===== config.mk =====
export PLATFORM = sky130hd
export DESIGN_NAME = typed_byte_memory_load_store_top
export DESIGN_NICKNAME = d
export VERILOG_FILES = /design/src/hdl/tbm_pkg.sv /design/src/hdl/tbm_mem.sv /design/src/hdl/tbm_seq.sv /design/src/hdl/typed_byte_memory_load_store_top.sv
export SDC_FILE = /design/constraint.sdc
export NUM_CORES = 1
export LEC_CHECK = 0
export ABC_AREA = 1
export BUFFER_PORTS_ARGS = -buffer_cell sky130_fd_sc_hd__buf_2
export CAP_MARGIN = 20
export CORE_UTILIZATION = 65
export DETAILED_ROUTE_END_ITERATION = 16
export GPL_TIMING_DRIVEN = 0
export PLACE_DENSITY = 0.84
export SYNTH_ARGS = -nofsm -noshare
export SYNTH_HDL_FRONTEND = slang
export SYNTH_SLANG_ARGS = --single-unit

===== constraint.sdc =====
create_clock -name i_clk -period 10.45 [get_ports i_clk]
set_clock_uncertainty 0.15 [all_clocks]
set_input_delay 1.045 -clock i_clk [delete_from_list [all_inputs] [get_ports i_clk]]
set_output_delay 1.045 -clock i_clk [all_outputs]
set_load 0.02 [all_outputs]

===== src/hdl/tbm_pkg.sv =====
// Package for the typed byte memory: access modes, result kinds, sequencer states,
// memory request struct and size constants.
// No dependencies.
package tbm_pkg;

    localparam int MEM_DEPTH_DEF = 64;
    localparam int ADDR_W        = 6;
    localparam int SIZE_W        = 7;
    localparam int CNT_W         = 7;
    localparam logic [SIZE_W-1:0] SIZE_RESET = 7'd64;

    typedef enum logic [2:0] {
        M_ST_B,
        M_ST_H,
        M_ST_W,
        M_LD_B,
        M_LD_H,
        M_LD_W,
        M_LD_STR,
        M_ST_CHR
    } t_mode;

    typedef enum logic [1:0] {
        K_VALUE,
        K_CHAR,
        K_END,
        K_VIOL
    } t_kind;

    typedef enum logic [3:0] {
        S_IDLE,
        S_CHECK,
        S_WR,
        S_RD,
        S_RDW,
        S_SRD,
        S_SRDW,
        S_WCH,
        S_WTERM
    } t_state;

    typedef struct packed {
        logic              we;
        logic [ADDR_W-1:0] addr;
        logic [7:0]        wdata;
    } t_mem_req;

    // bytes touched by a scalar access
    function automatic logic [2:0] access_bytes(t_mode m);
        logic [2:0] n;
        unique case (m)
            M_ST_H, M_LD_H: n = 3'd2;
            M_ST_W, M_LD_W: n = 3'd4;
            default:        n = 3'd1;
        endcase
        return n;
    endfunction

endpackage


===== src/hdl/tbm_mem.sv =====
// Byte store with one shared read/write port and registered read data.
// Per-entry valid bits make every byte read as zero after reset or clear.
// Depends on tbm_pkg (request struct).
module tbm_mem #(
    parameter int DEPTH = tbm_pkg::MEM_DEPTH_DEF
) (
    input  logic              i_clk,
    input  logic              i_rst_n,
    input  logic              i_clear,
    input  tbm_pkg::t_mem_req i_req,
    output logic [7:0]        o_rdata
);

    localparam int AW = $clog2(DEPTH);

    logic [7:0]       r_mem [DEPTH];
    logic [DEPTH-1:0] r_valid;
    logic [7:0]       r_rdata;
    logic             r_rvalid;
    logic [AW-1:0]    idx;

    assign idx = i_req.addr[AW-1:0];

    always_ff @(posedge i_clk) begin
        if (!i_rst_n || i_clear) begin
            r_valid <= '0;
        end else if (i_req.we) begin
            r_valid[idx] <= 1'b1;
        end
    end

    always_ff @(posedge i_clk) begin
        if (i_req.we) begin
            r_mem[idx] <= i_req.wdata;
        end
        r_rdata  <= r_mem[idx];
        r_rvalid <= r_valid[idx];
    end

    assign o_rdata = r_rvalid ? r_rdata : 8'h00;

endmodule


===== src/hdl/tbm_seq.sv =====
// Access sequencer: one shared address adder / bounds comparator drives every
// bounds check and every byte access, one byte per step.
// Depends on tbm_pkg.
module tbm_seq (
    input  logic                        i_clk,
    input  logic                        i_rst_n,
    input  logic                        i_start,
    output logic                        o_busy,
    input  logic [2:0]                  i_mode,
    input  logic [tbm_pkg::ADDR_W-1:0]  i_address,
    input  logic signed [31:0]          i_store_value,
    input  logic [tbm_pkg::ADDR_W-1:0]  i_char_position,
    input  logic [tbm_pkg::ADDR_W-1:0]  i_string_length,
    input  logic [tbm_pkg::SIZE_W-1:0]  i_size,
    output tbm_pkg::t_mem_req           o_req,
    input  logic [7:0]                  i_rdata,
    output logic                        o_valid,
    output logic [1:0]                  o_kind,
    output logic signed [31:0]          o_result_value,
    output logic                        o_last
);
    import tbm_pkg::*;

    t_state             r_state, n_state;
    t_mode              r_mode;
    logic [ADDR_W-1:0]  r_addr;
    logic [31:0]        r_val;
    logic [ADDR_W-1:0]  r_pos;
    logic [ADDR_W-1:0]  r_len;
    logic [CNT_W-1:0]   r_cnt, n_cnt;
    logic [31:0]        r_acc, n_acc;
    logic               r_ovalid, n_ovalid;
    t_kind              r_okind, n_okind;
    logic [31:0]        r_oval, n_oval;
    logic               r_olast, n_olast;

    logic [CNT_W-1:0]   off;
    logic [SIZE_W:0]    sum;
    logic               over;
    logic               at_end;
    logic               cnt_last;
    logic               accept;

    assign accept = i_start && (r_state == S_IDLE);

    // shared adder: base address plus a state-selected offset
    always_comb begin
        off = '0;
        unique case (r_state)
            S_CHECK: begin
                if (r_mode == M_LD_STR) begin
                    off = CNT_W'(1);
                end else if (r_mode == M_ST_CHR) begin
                    off = {1'b0, r_len} + CNT_W'(1);
                end else begin
                    off = CNT_W'(access_bytes(r_mode));
                end
            end
            S_WR, S_RD, S_SRD: off = r_cnt;
            S_SRDW:            off = r_cnt + CNT_W'(1);
            S_WCH:             off = {1'b0, r_pos};
            S_WTERM:           off = {1'b0, r_len};
            default:           off = '0;
        endcase
    end

    assign sum      = {2'b00, r_addr} + {1'b0, off};
    assign over     = sum > {1'b0, i_size};
    assign at_end   = sum == {1'b0, i_size};
    assign cnt_last = (r_cnt[2:0] + 3'd1) == access_bytes(r_mode);

    always_comb begin
        n_state = r_state;
        unique case (r_state)
            S_IDLE:  if (i_start) n_state = S_CHECK;
            S_CHECK: begin
                if (over) begin
                    n_state = S_IDLE;
                end else begin
                    unique case (r_mode)
                        M_ST_B, M_ST_H, M_ST_W: n_state = S_WR;
                        M_LD_B, M_LD_H, M_LD_W: n_state = S_RD;
                        M_LD_STR:               n_state = S_SRD;
                        M_ST_CHR:               n_state = (r_pos < r_len) ? S_WCH : S_WTERM;
                    endcase
                end
            end
            S_WR:    n_state = cnt_last ? S_IDLE : S_WR;
            S_RD:    n_state = S_RDW;
            S_RDW:   n_state = cnt_last ? S_IDLE : S_RD;
            S_SRD:   n_state = S_SRDW;
            S_SRDW:  n_state = (i_rdata == 8'h00 || at_end) ? S_IDLE : S_SRD;
            S_WCH:   n_state = S_WTERM;
            S_WTERM: n_state = S_IDLE;
            default: n_state = S_IDLE;
        endcase
    end

    always_comb begin
        n_cnt       = r_cnt;
        n_acc       = r_acc;
        n_ovalid    = 1'b0;
        n_okind     = r_okind;
        n_oval      = r_oval;
        n_olast     = r_olast;
        o_req.we    = 1'b0;
        o_req.addr  = sum[ADDR_W-1:0];
        o_req.wdata = 8'h00;
        unique case (r_state)
            S_IDLE: n_cnt = '0;
            S_CHECK: begin
                // a rejected string reports once, on its first character
                if (over && (r_mode != M_ST_CHR || r_pos == '0)) begin
                    n_ovalid = 1'b1;
                    n_okind  = K_VIOL;
                    n_oval   = '0;
                    n_olast  = 1'b1;
                end
            end
            S_WR: begin
                o_req.we    = 1'b1;
                o_req.wdata = r_val[8*r_cnt[1:0] +: 8];
                n_cnt       = r_cnt + CNT_W'(1);
            end
            S_RD: ;
            S_RDW: begin
                n_acc[8*r_cnt[1:0] +: 8] = i_rdata;
                n_cnt = r_cnt + CNT_W'(1);
                if (cnt_last) begin
                    n_ovalid = 1'b1;
                    n_okind  = K_VALUE;
                    n_olast  = 1'b1;
                    unique case (r_mode)
                        M_LD_B:  n_oval = {{24{n_acc[7]}}, n_acc[7:0]};
                        M_LD_H:  n_oval = {{16{n_acc[15]}}, n_acc[15:0]};
                        default: n_oval = n_acc;
                    endcase
                end
            end
            S_SRD: ;
            S_SRDW: begin
                n_ovalid = 1'b1;
                n_cnt    = r_cnt + CNT_W'(1);
                if (i_rdata == 8'h00) begin
                    n_okind = K_END;
                    n_oval  = '0;
                    n_olast = 1'b1;
                end else begin
                    n_okind = K_CHAR;
                    n_oval  = {24'h000000, i_rdata};
                    n_olast = at_end;
                end
            end
            S_WCH: begin
                o_req.we    = 1'b1;
                o_req.wdata = r_val[7:0];
            end
            S_WTERM: begin
                o_req.we    = 1'b1;
                o_req.wdata = 8'h00;
            end
            default: ;
        endcase
    end

    always_ff @(posedge i_clk) begin
        if (!i_rst_n) begin
            r_state  <= S_IDLE;
            r_ovalid <= 1'b0;
        end else begin
            r_state  <= n_state;
            r_ovalid <= n_ovalid;
        end
    end

    always_ff @(posedge i_clk) begin
        if (accept) begin
            r_mode <= t_mode'(i_mode);
            r_addr <= i_address;
            r_val  <= i_store_value;
            r_pos  <= i_char_position;
            r_len  <= i_string_length;
        end
        r_cnt   <= n_cnt;
        r_acc   <= n_acc;
        r_okind <= n_okind;
        r_oval  <= n_oval;
        r_olast <= n_olast;
    end

    assign o_busy         = r_state != S_IDLE;
    assign o_valid        = r_ovalid;
    assign o_kind         = r_okind;
    assign o_result_value = r_oval;
    assign o_last         = r_olast;

    a_accept_to_check: assert property (@(posedge i_clk) disable iff (!i_rst_n)
        accept |=> r_state == S_CHECK)
        else $error("accepted item did not enter the bounds check");

    a_over_ends_item: assert property (@(posedge i_clk) disable iff (!i_rst_n)
        (r_state == S_CHECK && over) |=> r_state == S_IDLE)
        else $error("out-of-bounds item kept running");

    a_more_follows: assert property (@(posedge i_clk) disable iff (!i_rst_n)
        (r_ovalid && !r_olast) |-> r_state != S_IDLE)
        else $error("non-final result with sequencer idle");

    a_viol_form: assert property (@(posedge i_clk) disable iff (!i_rst_n)
        (r_ovalid && r_okind == K_VIOL) |-> (r_olast && r_oval == '0))
        else $error("violation result malformed");

endmodule


===== src/hdl/typed_byte_memory_load_store_top.sv =====
// Top level of the typed byte memory: size register on the APB port,
// byte store and access sequencer.
// Depends on tbm_pkg, tbm_mem and tbm_seq.
//
// Usage: an item is taken when start is high and busy is low. Results appear on
// o_kind/o_result_value/o_last for one cycle each, flagged by o_valid, in the cycle
// after the step that made them; a final result shows in the first cycle with
// busy low. o_last marks the final result of an item. The receiver cannot stall,
// so results are never held.
// Busy steps, all set by the single byte port of the store and the shared adder:
//   scalar store of n bytes: bounds check, then n byte writes, no result
//   scalar load of n bytes : bounds check, then n byte reads
//   string load of k chars : bounds check, k reads, terminator read as a char
//   string character store : bounds check, char if position < length, terminator
// A failed check ends the item; a byte read issues, then takes registered data.
// mem_size sits at address 0 and reads back; writing it clears the store.
// Reset sets mem_size to 64 and clears all bytes at once through per-byte
// valid flags, so no clearing pass is needed and items are taken right away.
module typed_byte_memory_load_store_top #(
    parameter int MEM_DEPTH = tbm_pkg::MEM_DEPTH_DEF
) (
    input  logic                        i_clk,
    input  logic                        i_rst_n,
    input  logic                        start,
    output logic                        busy,
    input  logic [2:0]                  i_mode,
    input  logic [tbm_pkg::ADDR_W-1:0]  i_address,
    input  logic signed [31:0]          i_store_value,
    input  logic [tbm_pkg::ADDR_W-1:0]  i_char_position,
    input  logic [tbm_pkg::ADDR_W-1:0]  i_string_length,
    output logic                        o_valid,
    output logic [1:0]                  o_kind,
    output logic signed [31:0]          o_result_value,
    output logic                        o_last,
    input  logic                        psel,
    input  logic                        penable,
    input  logic                        pwrite,
    input  logic [2:0]                  paddr,
    input  logic [31:0]                 pwdata,
    output logic [31:0]                 prdata,
    output logic                        pready
);
    import tbm_pkg::*;

    logic [SIZE_W-1:0] r_mem_size;
    logic [SIZE_W-1:0] used_size;
    logic              cfg_wr;
    t_mem_req          mem_req;
    logic [7:0]        mem_rdata;

    assign pready = 1'b1;
    assign cfg_wr = psel && penable && pwrite && pready && !paddr[2];

    always_ff @(posedge i_clk) begin
        if (!i_rst_n) begin
            r_mem_size <= SIZE_RESET;
        end else if (cfg_wr) begin
            r_mem_size <= pwdata[SIZE_W-1:0];
        end
    end

    assign prdata    = paddr[2] ? 32'h0 : {{(32-SIZE_W){1'b0}}, r_mem_size};
    assign used_size = (r_mem_size > SIZE_W'(MEM_DEPTH)) ? SIZE_W'(MEM_DEPTH) : r_mem_size;

    tbm_mem #(
        .DEPTH (MEM_DEPTH)
    ) u_mem (
        .i_clk   (i_clk),
        .i_rst_n (i_rst_n),
        .i_clear (cfg_wr),
        .i_req   (mem_req),
        .o_rdata (mem_rdata)
    );

    tbm_seq u_seq (
        .i_clk           (i_clk),
        .i_rst_n         (i_rst_n),
        .i_start         (start),
        .o_busy          (busy),
        .i_mode          (i_mode),
        .i_address       (i_address),
        .i_store_value   (i_store_value),
        .i_char_position (i_char_position),
        .i_string_length (i_string_length),
        .i_size          (used_size),
        .o_req           (mem_req),
        .i_rdata         (mem_rdata),
        .o_valid         (o_valid),
        .o_kind          (o_kind),
        .o_result_value  (o_result_value),
        .o_last          (o_last)
    );

endmodule


==> flow_summary.json, run 1 <==
{
  "gp_congestion": 1.001,
  "period_share_pct": 66.02,
  "utilization_pct": 75.15,
  "grt_pass1_vias": 19590,
  "vdd.ir_drop.worst_mv": 0.1836,
  "critPathKind": "reg -> reg",
  "syn_inst": 2284,
  "start_util_pct": 65.88,
  "core-area_um2": 44120,
  "status": "finished clean",
  "grt_pass1_wl_mm": 121.4,
  "rsz0062_at_grt": "no",
  "synth_warnings": 0,
  "multi_input_area_um2": 6918,
  "tns_ns": 0,
  "cp_top_family": "buffers and inverters",
  "seqCellArea_um2": 20890,
  "drv_slew": 0,
  "cts_tree": "yes",
  "power_density_nw_per_um2": 303.8,
  "portBuffers": 108,
  "ant_nets": 0,
  "arrival_ns": 6.98,
  "setup_violations": 0,
  "grt_max_degree": 49,
  "yosys.cell_types.count": 53,
  "synth_top_family_by_area": "simple AND/OR/NAND/NOR gates",
  "internal-power_mw": 5.937,
  "path_max_fanout": 11,
  "drtPass1Iterations": 8,
  "cts.sinks": 724,
  "synth_ff_type": "edfxtp_1",
  "h-tree-depth": 3,
  "postCtsSetupBuffers": 0,
  "wirelength_mm": 85.88,
  "drcViolationCount": 0,
  "fmax_mhz": 145.0,
  "yosys.area.top_type_share_pct": 66.01,
  "worstHoldPathCells": 2,
  "grt.overflow.total": 0,
  "drtIter0Drc": 3201,
  "drive_above_1_share_pct": 15.15,
  "path_clk_slew_ns": 0.06,
  "clockBufferDepth": 3,
  "crit_chain": "clkbuf_1 -> clkbuf_1 -> inv_1 -> ha_1 -> inv_1 -> o22ai_1 -> a21oi_1 -> o221ai_1 -> fa_1 -> clkbuf_2 -> inv_2 -> nor3_2 -> buf_2 -> nand2_1 -> nor2_1",
  "ys_async_sr_fraction_pct": 0,
  "clockPowerShare_pct": 24.8,
  "synth_edf_count": 639,
  "die_w_um": 213.5,
  "rows": 77,
  "synth-simple-area-share_pct": 10.99,
  "synthXorXnorAreaFrac_pct": 0.3357,
  "cts_hold_buf": 0,
  "finalHoldViolCount": 0,
  "area_delta_synth_final_pct": 14.08,
  "nNetsFinal": 2625,
  "grt_usage_pct": 37.89,
  "cp.depth": 15,
  "endpoint_kind": "flip-flop",
  "relSlewSlack_pct": 15.17,
  "p_sw_share_pct": 41.07,
  "antenna_found_initial": 1,
  "synth_compound_area_share_pct": 10.74,
  "fillers": 2709,
  "clkLatencyLatePin_ns": 0.61,
  "slowest_delay_ns": 1.00,
  "hpwlAfterDp_mm": 54.62,
  "netlist_area_um2": 29070,
  "avgSynthCellArea_um2": 12.73,
  "worstPathBufferInverterCount": 7,
  "hp-class": "reg -> reg",
  "fin_crit_ns": 6.899,
  "wire_per_inst_um": 27.22,
  "numCtsBuffers": 70,
  "cts_root_buffer": "clkbuf_16",
  "tightest_slew_ns": 1.272,
  "p_leak_nw": 12.03,
  "ctsResizeCount": 0,
  "synth-adder-area-share_pct": 1.059,
  "p_sw_mw": 4.139,
  "ios": 164,
  "cp.required_ns": 10.53,
  "via_per_inst": 6.577,
  "synth_seq_cells": 724,
  "synth_area_leaders": "edfxtp_1 66%, dfxtp_1 5.9%, nand2_1 5.4%",
  "die_area_um2": 45570,
  "synth.largest_area_cell": "edfxtp_1",
  "synth_mux_area_share_pct": 0,
  "vias": 20750,
  "pwr-share-comb_pct": 39.8,
  "sequentialPowerShare_pct": 35.4,
  "r2r_cells": 15,
  "die_h_um": 213.5,
  "ys_seq_area_share_pct": 71.86,
  "cp_slowest_cell": "nor2_1",
  "start_kind": "flip-flop",
  "drv_cap": 0
}
## routing by layer
| metal | routed length [um] | global-route usage [%] | vias up | part of all wire [%] |
|---|---|---|---|---|
| met1 | 29090 | 47.01 | 9982 | 34 |
| met2 | 40150 | 59.10 | 1753 | 47 |
| met5 | 45 | 0 | - | 0.052 |
| met4 | 4936 | 22.19 | 2 | 5.7 |
| met3 | 11660 | 11.83 | 332 | 14 |
| li1 | - | - | 8682 | - |
## metrics by stage
stage               hold slack (ns)  cell area, um^2  total power [mW]  cells  worst slack [ns]
CTS                          0.3100            33040             9.807   3144             3.794
floorplan                    0.2859            29160             5.767   2308             5.400
finish                       0.3098            33160             10.08   3155             3.551
global placement             0.2948            30440             7.213   3008             2.592
global route                 0.3316            33160             10.30   3153             3.501
detailed placement           0.3012            30790             7.324   3018             3.832
## power groups by stage
stage / Clock (mW) / Combinational, mW / Sequential [mW]
CTS: 2.49 / 3.75 / 3.56
finish: 2.50 / 4.01 / 3.56
global placement: 0 / 3.52 / 3.69
global route: 2.60 / 4.12 / 3.58
detailed placement: 0 / 3.70 / 3.62
floorplan: 0 / 2.11 / 3.66
## cells in the mapped netlist, drive strengths merged (2+ instances only)
library cell,n
o21ba,36
o221ai,2
edfxtp,639
o21ai,76
o211ai,3
o31ai,2
clkbuf,56
nor3,14
a22oi,198
nor2,136
buf,60
xor2,5
dfxtp,85
nand2,419
nor4,2
nand4,85
conb,2
o32ai,8
ha,23
a22o,2
xnor2,4
a21boi,3
nand3,57
clkinv,2
inv,227
or2,2
o22ai,42
a21oi,84
a221oi,2
## logic make-up (layout without fill, tap and decap cells)
family / Yosys count / after routing
adder cells (fa/ha/maj): 24 / 24
XOR/XNOR: 9 / 9
AO/OA/AOI/OAI: 461 / 461
AND/OR/NAND/NOR: 719 / 719
other: 2 / 28
buffers and inverters: 345 / 598
flip-flops: 724 / 724
## path summary, 6_finish.rpt
check | startpoint | end | slack [ns]
max | u_seq.r_cnt[1] | u_mem.r_mem[31][5] | 3.55
min | u_mem.r_valid[5] | u_mem.r_valid[5] | 0.31
max reg2reg | u_seq.r_cnt[1] | u_mem.r_mem[31][5] | 3.55
min reg2reg | u_mem.r_valid[5] | u_mem.r_valid[5] | 0.31
## cells in the final DEF, fill, tap and decap left out, types with 5 or more instances in the layout
| master | Yosys | final |
|---|---|---|
| buf_2 | 32 | 140 |
| o21ai_4 | 0 | 8 |
| nor3_2 | 5 | 5 |
| ha_1 | 23 | 23 |
| nand2_1 | 416 | 416 |
| bufinv_16 | 0 | 5 |
| edfxtp_1 | 639 | 639 |
| o22ai_1 | 42 | 42 |
| o21ba_2 | 29 | 29 |
| nor2_2 | 17 | 17 |
| inv_1 | 202 | 202 |
| nand3_1 | 50 | 50 |
| inv_2 | 22 | 22 |
| buf_16 | 0 | 8 |
| nor3_4 | 5 | 5 |
| conb_1 | 2 | 26 |
| nand3_2 | 7 | 7 |
| o21ai_0 | 74 | 66 |
| clkinv_2 | 0 | 8 |
| a22oi_1 | 198 | 198 |
| clkinv_1 | 2 | 16 |
| nand4_1 | 85 | 85 |
| dfxtp_1 | 85 | 85 |
| nor2_1 | 119 | 118 |
| o21ba_1 | 7 | 7 |
| clkbuf_16 | 0 | 74 |
| o32ai_1 | 8 | 8 |
| clkbuf_1 | 55 | 71 |
| a21oi_1 | 82 | 82 |
| buf_4 | 28 | 30 |
## registers in the layout, summed over array words and instances, names as in the netlist
name	flops
u_seq.r_len	6
u_seq.o_kind	2
u_mem.r_rvalid	1
u_mem.r_mem	512
u_seq.r_val	32
u_mem.r_valid	64
u_seq.o_result_value	32
u_seq.r_acc	32
u_mem.r_rdata	8
u_seq.r_addr	6
u_seq.r_mode	3
r_mem_size	7
u_seq.o_valid	1
u_seq.r_state	4
u_seq.r_pos	6
u_seq.r_cnt	7
u_seq.o_last	1
## cell type report
cell class	instances	area share, %
timing repair buffer	127	2.758
buffer	116	1.758
tap	592	2.234
multi-input combinational	1239	20.86
inverter	229	2.615
clock buffer	93	5.859
antenna	2	0.01509
sequential	724	62.99
clock inverter	33	0.9055
## worst reg2reg max path: cells and delay by family (launching register included)
kind	cells	cell delay (ns)
compound gates	3	0.46
fa+ha+maj	2	1.03
buf+inv	7	2.42
flops	1	0.39
simple gates	3	2.05
No activity file was read; power rests on OpenSTA's default activity.
==> inputs of run 2 (changes only) <==
--- a/config.mk
+++ b/config.mk
@@ -8,10 +8,10 @@
 export ABC_AREA = 1
 export BUFFER_PORTS_ARGS = -buffer_cell sky130_fd_sc_hd__buf_2
 export CAP_MARGIN = 20
-export CORE_UTILIZATION = 65
+export CORE_UTILIZATION = 55
 export DETAILED_ROUTE_END_ITERATION = 16
 export GPL_TIMING_DRIVEN = 0
-export PLACE_DENSITY = 0.84
+export PLACE_DENSITY = 0.76
 export SYNTH_ARGS = -nofsm -noshare
 export SYNTH_HDL_FRONTEND = slang
 export SYNTH_SLANG_ARGS = --single-unit
==> constraint.sdc (replaced) <==
create_clock -name i_clk -period 5.6 [get_ports i_clk]
set_clock_uncertainty 0.15 [all_clocks]
set_input_delay 0.56 -clock i_clk [delete_from_list [all_inputs] [get_ports i_clk]]
set_output_delay 0.56 -clock i_clk [all_outputs]
set_load 0.02 [all_outputs]
==> run 2 against run 1 <==
  * Critical endpoint is now u_mem.r_rdata[7]
  * Cell count grew 5.4%
  * Sequential power grew 87%
  * Critical path depth grew 3
  * Highest routed layer unchanged
  * Maximum frequency grew 27%
  * Largest cell class unchanged
  * Worst hold slack lost 0.26 ns
  * Register-to-register slack lost 3.4 ns
  * Via count grew 1.2%
==> flow_summary.json, run 2 (synthesized netlist as in run 1, its figures left out) <==
{
  "rows": 83,
  "grt.overflow.total": 0,
  "drv_cap": 0,
  "area_delta_synth_final_pct": 18.49,
  "status": "finished clean",
  "diodes": 0,
  "layout_common_cells": "639 x edfxtp_1, 413 x nand2_1, 201 x inv_1",
  "largest_registers": "u_mem.r_mem (512), u_mem.r_valid (64)",
  "worstSetupStartpoint": "u_seq.r_cnt[0]",
  "finalHoldViolCount": 0,
  "ios": 164,
  "portBuffers": 108,
  "wire_per_inst_um": 26.11,
  "vdd.ir_drop.worst_mv": 0.5269,
  "numCtsBuffers": 73,
  "setup_violations": 0,
  "die_h_um": 231.9,
  "period_share_pct": 96.70,
  "pre_cts_slack_ns": -1.074,
  "grt_max_degree": 51,
  "final_common_cell": "edfxtp_1",
  "tns_ns": 0,
  "cts_root_buffer": "clkbuf_16",
  "h-tree-depth": 3,
  "drcViolationCount": 0,
  "min_from": "pwdata[6]",
  "busiest_layer": "met2",
  "drtPass1Iterations": 10,
  "r2r_start": "u_seq.r_cnt[0]",
  "die_area_um2": 53780,
  "cp_slowest_cell": "clkbuf_1",
  "crit_chain": "ha_1 -> clkbuf_1 -> xnor2_1 -> o22ai_1 -> a21oi_1 -> nand3_1 -> ha_1 -> nand2_1 -> nand2_2 -> nand3_1 -> inv_2 -> clkbuf_1 -> nand2_1 -> nand3_1 -> o21ai_0 -> nand2_1 -> nor2_1 -> nand4_1",
  "cts.sinks": 724,
  "fmax_mhz": 184.7,
  "critPathKind": "reg -> reg",
  "die_w_um": 231.9,
  "grt_util_met2_pct": 49.47,
  "antenna_found_initial": 1,
  "drtIter0Drc": 3401,
  "ant_nets": 0,
  "grt_pass1_vias": 20080,
  "start_kind": "flip-flop",
  "tightest_slew_ns": 1.246,
  "cts_tree": "yes",
  "nNetsFinal": 2710,
  "slowest_delay_ns": 0.89,
  "grt_use_met3_pct": 9.602,
  "met1_usage_pct": 42.05,
  "top_register": "u_mem.r_mem",
  "endpoint_kind": "flip-flop",
  "clockBufferDepth": 3,
  "via_per_inst": 6.311,
  "core-area_um2": 51720,
  "hp-class": "in -> reg",
  "rsz0062_at_grt": "no",
  "relSlewSlack_pct": 16.90,
  "clkLatencyLatePin_ns": 0.63,
  "vias": 20990,
  "drive_above_1_share_pct": 17.46,
  "layout_setup_ws_ns": 0.1847,
  "cp.required_ns": 5.97,
  "arrival_ns": 5.79,
  "drv_slew": 0,
  "grt_pass1_wl_mm": 125.7,
  "fin_crit_ns": 5.415,
  "gp_congestion": 0.9428,
  "power_density_nw_per_um2": 554.9,
  "path_max_fanout": 10,
  "path_clk_slew_ns": 0.06,
  "p_leak_nw": 12.57,
  "start_util_pct": 56.21,
  "grt_usage_pct": 32.38,
  "largest_reg_flops": 512,
  "wirelength_mm": 86.86,
  "hpwlAfterDp_mm": 56.31
}
-- run 2: critical path: cells and delay by family (launching register included) --
kind	cells	cell delay (ns)
adders and majority gates	2	0.69
DFF	1	0.52
and+or+nand+nor	9	1.71
buffers and inverters	3	1.45
AOI/OAI and AO/OA	3	0.36
xor gates and xnor gates	1	0.43
-- run 2: final timing paths --
kind	slack (ns)	cells past startpoint	end
hold / removal	0.05	3	r_mem_size[6]
hold reg to reg	0.31	2	u_mem.r_valid[14]
setup / recovery	0.18	18	u_mem.r_rdata[7]
setup reg to reg	0.18	18	u_mem.r_rdata[7]
-- run 2: layout make-up --
cell class | count | area [um^2]
inverters | 229 | 869.6
clock buffers | 97 | 2081
multi-input cells | 1239 | 7027
repair buffers | 211 | 1732
fillers | 3533 | 17270
plain buffers | 114 | 588.1
clock inverters | 32 | 405.4
well taps | 680 | 850.8
flip-flops and latches | 724 | 20890
-- run 2: power by group --
group	internal, mW	switching [mW]	total [mW]
Combinational	1.86	5.51	7.38
Sequential	6.52	0.121	6.65
Clock	3.00	2.09	5.09
-- run 2: what timing repair did --
item,in CTS,in global routing
pin swaps,2,1
setup buffers,4,4
cloned,0,0
resized for setup,37,14
hold buffers,53,0
hold endpoints to repair,53,0
setup endpoints to repair,584,290
-- run 2: metrics by stage --
step	area, um^2	util, %	instances	total power [mW]	hold slack (ns)
2_1_floorplan	29160	-	2308	10.76	0.2859
3_3_place_gp	30550	59.07	3096	13.38	0.2935
3_5_place_dp	31110	60.15	3127	13.59	0.3027
4_1_cts	34290	66.31	3313	18.70	0.03029
5_1_grt	34440	66.60	3326	19.59	0.09234
6_report	34440	66.60	3326	19.11	0.05256
-- run 2: routing by layer --
metal	vias up	share of wire [%]
met5	-	0.077
met4	2	5.6
met3	368	13
met2	1664	45
met1	10090	36
li1	8865	-
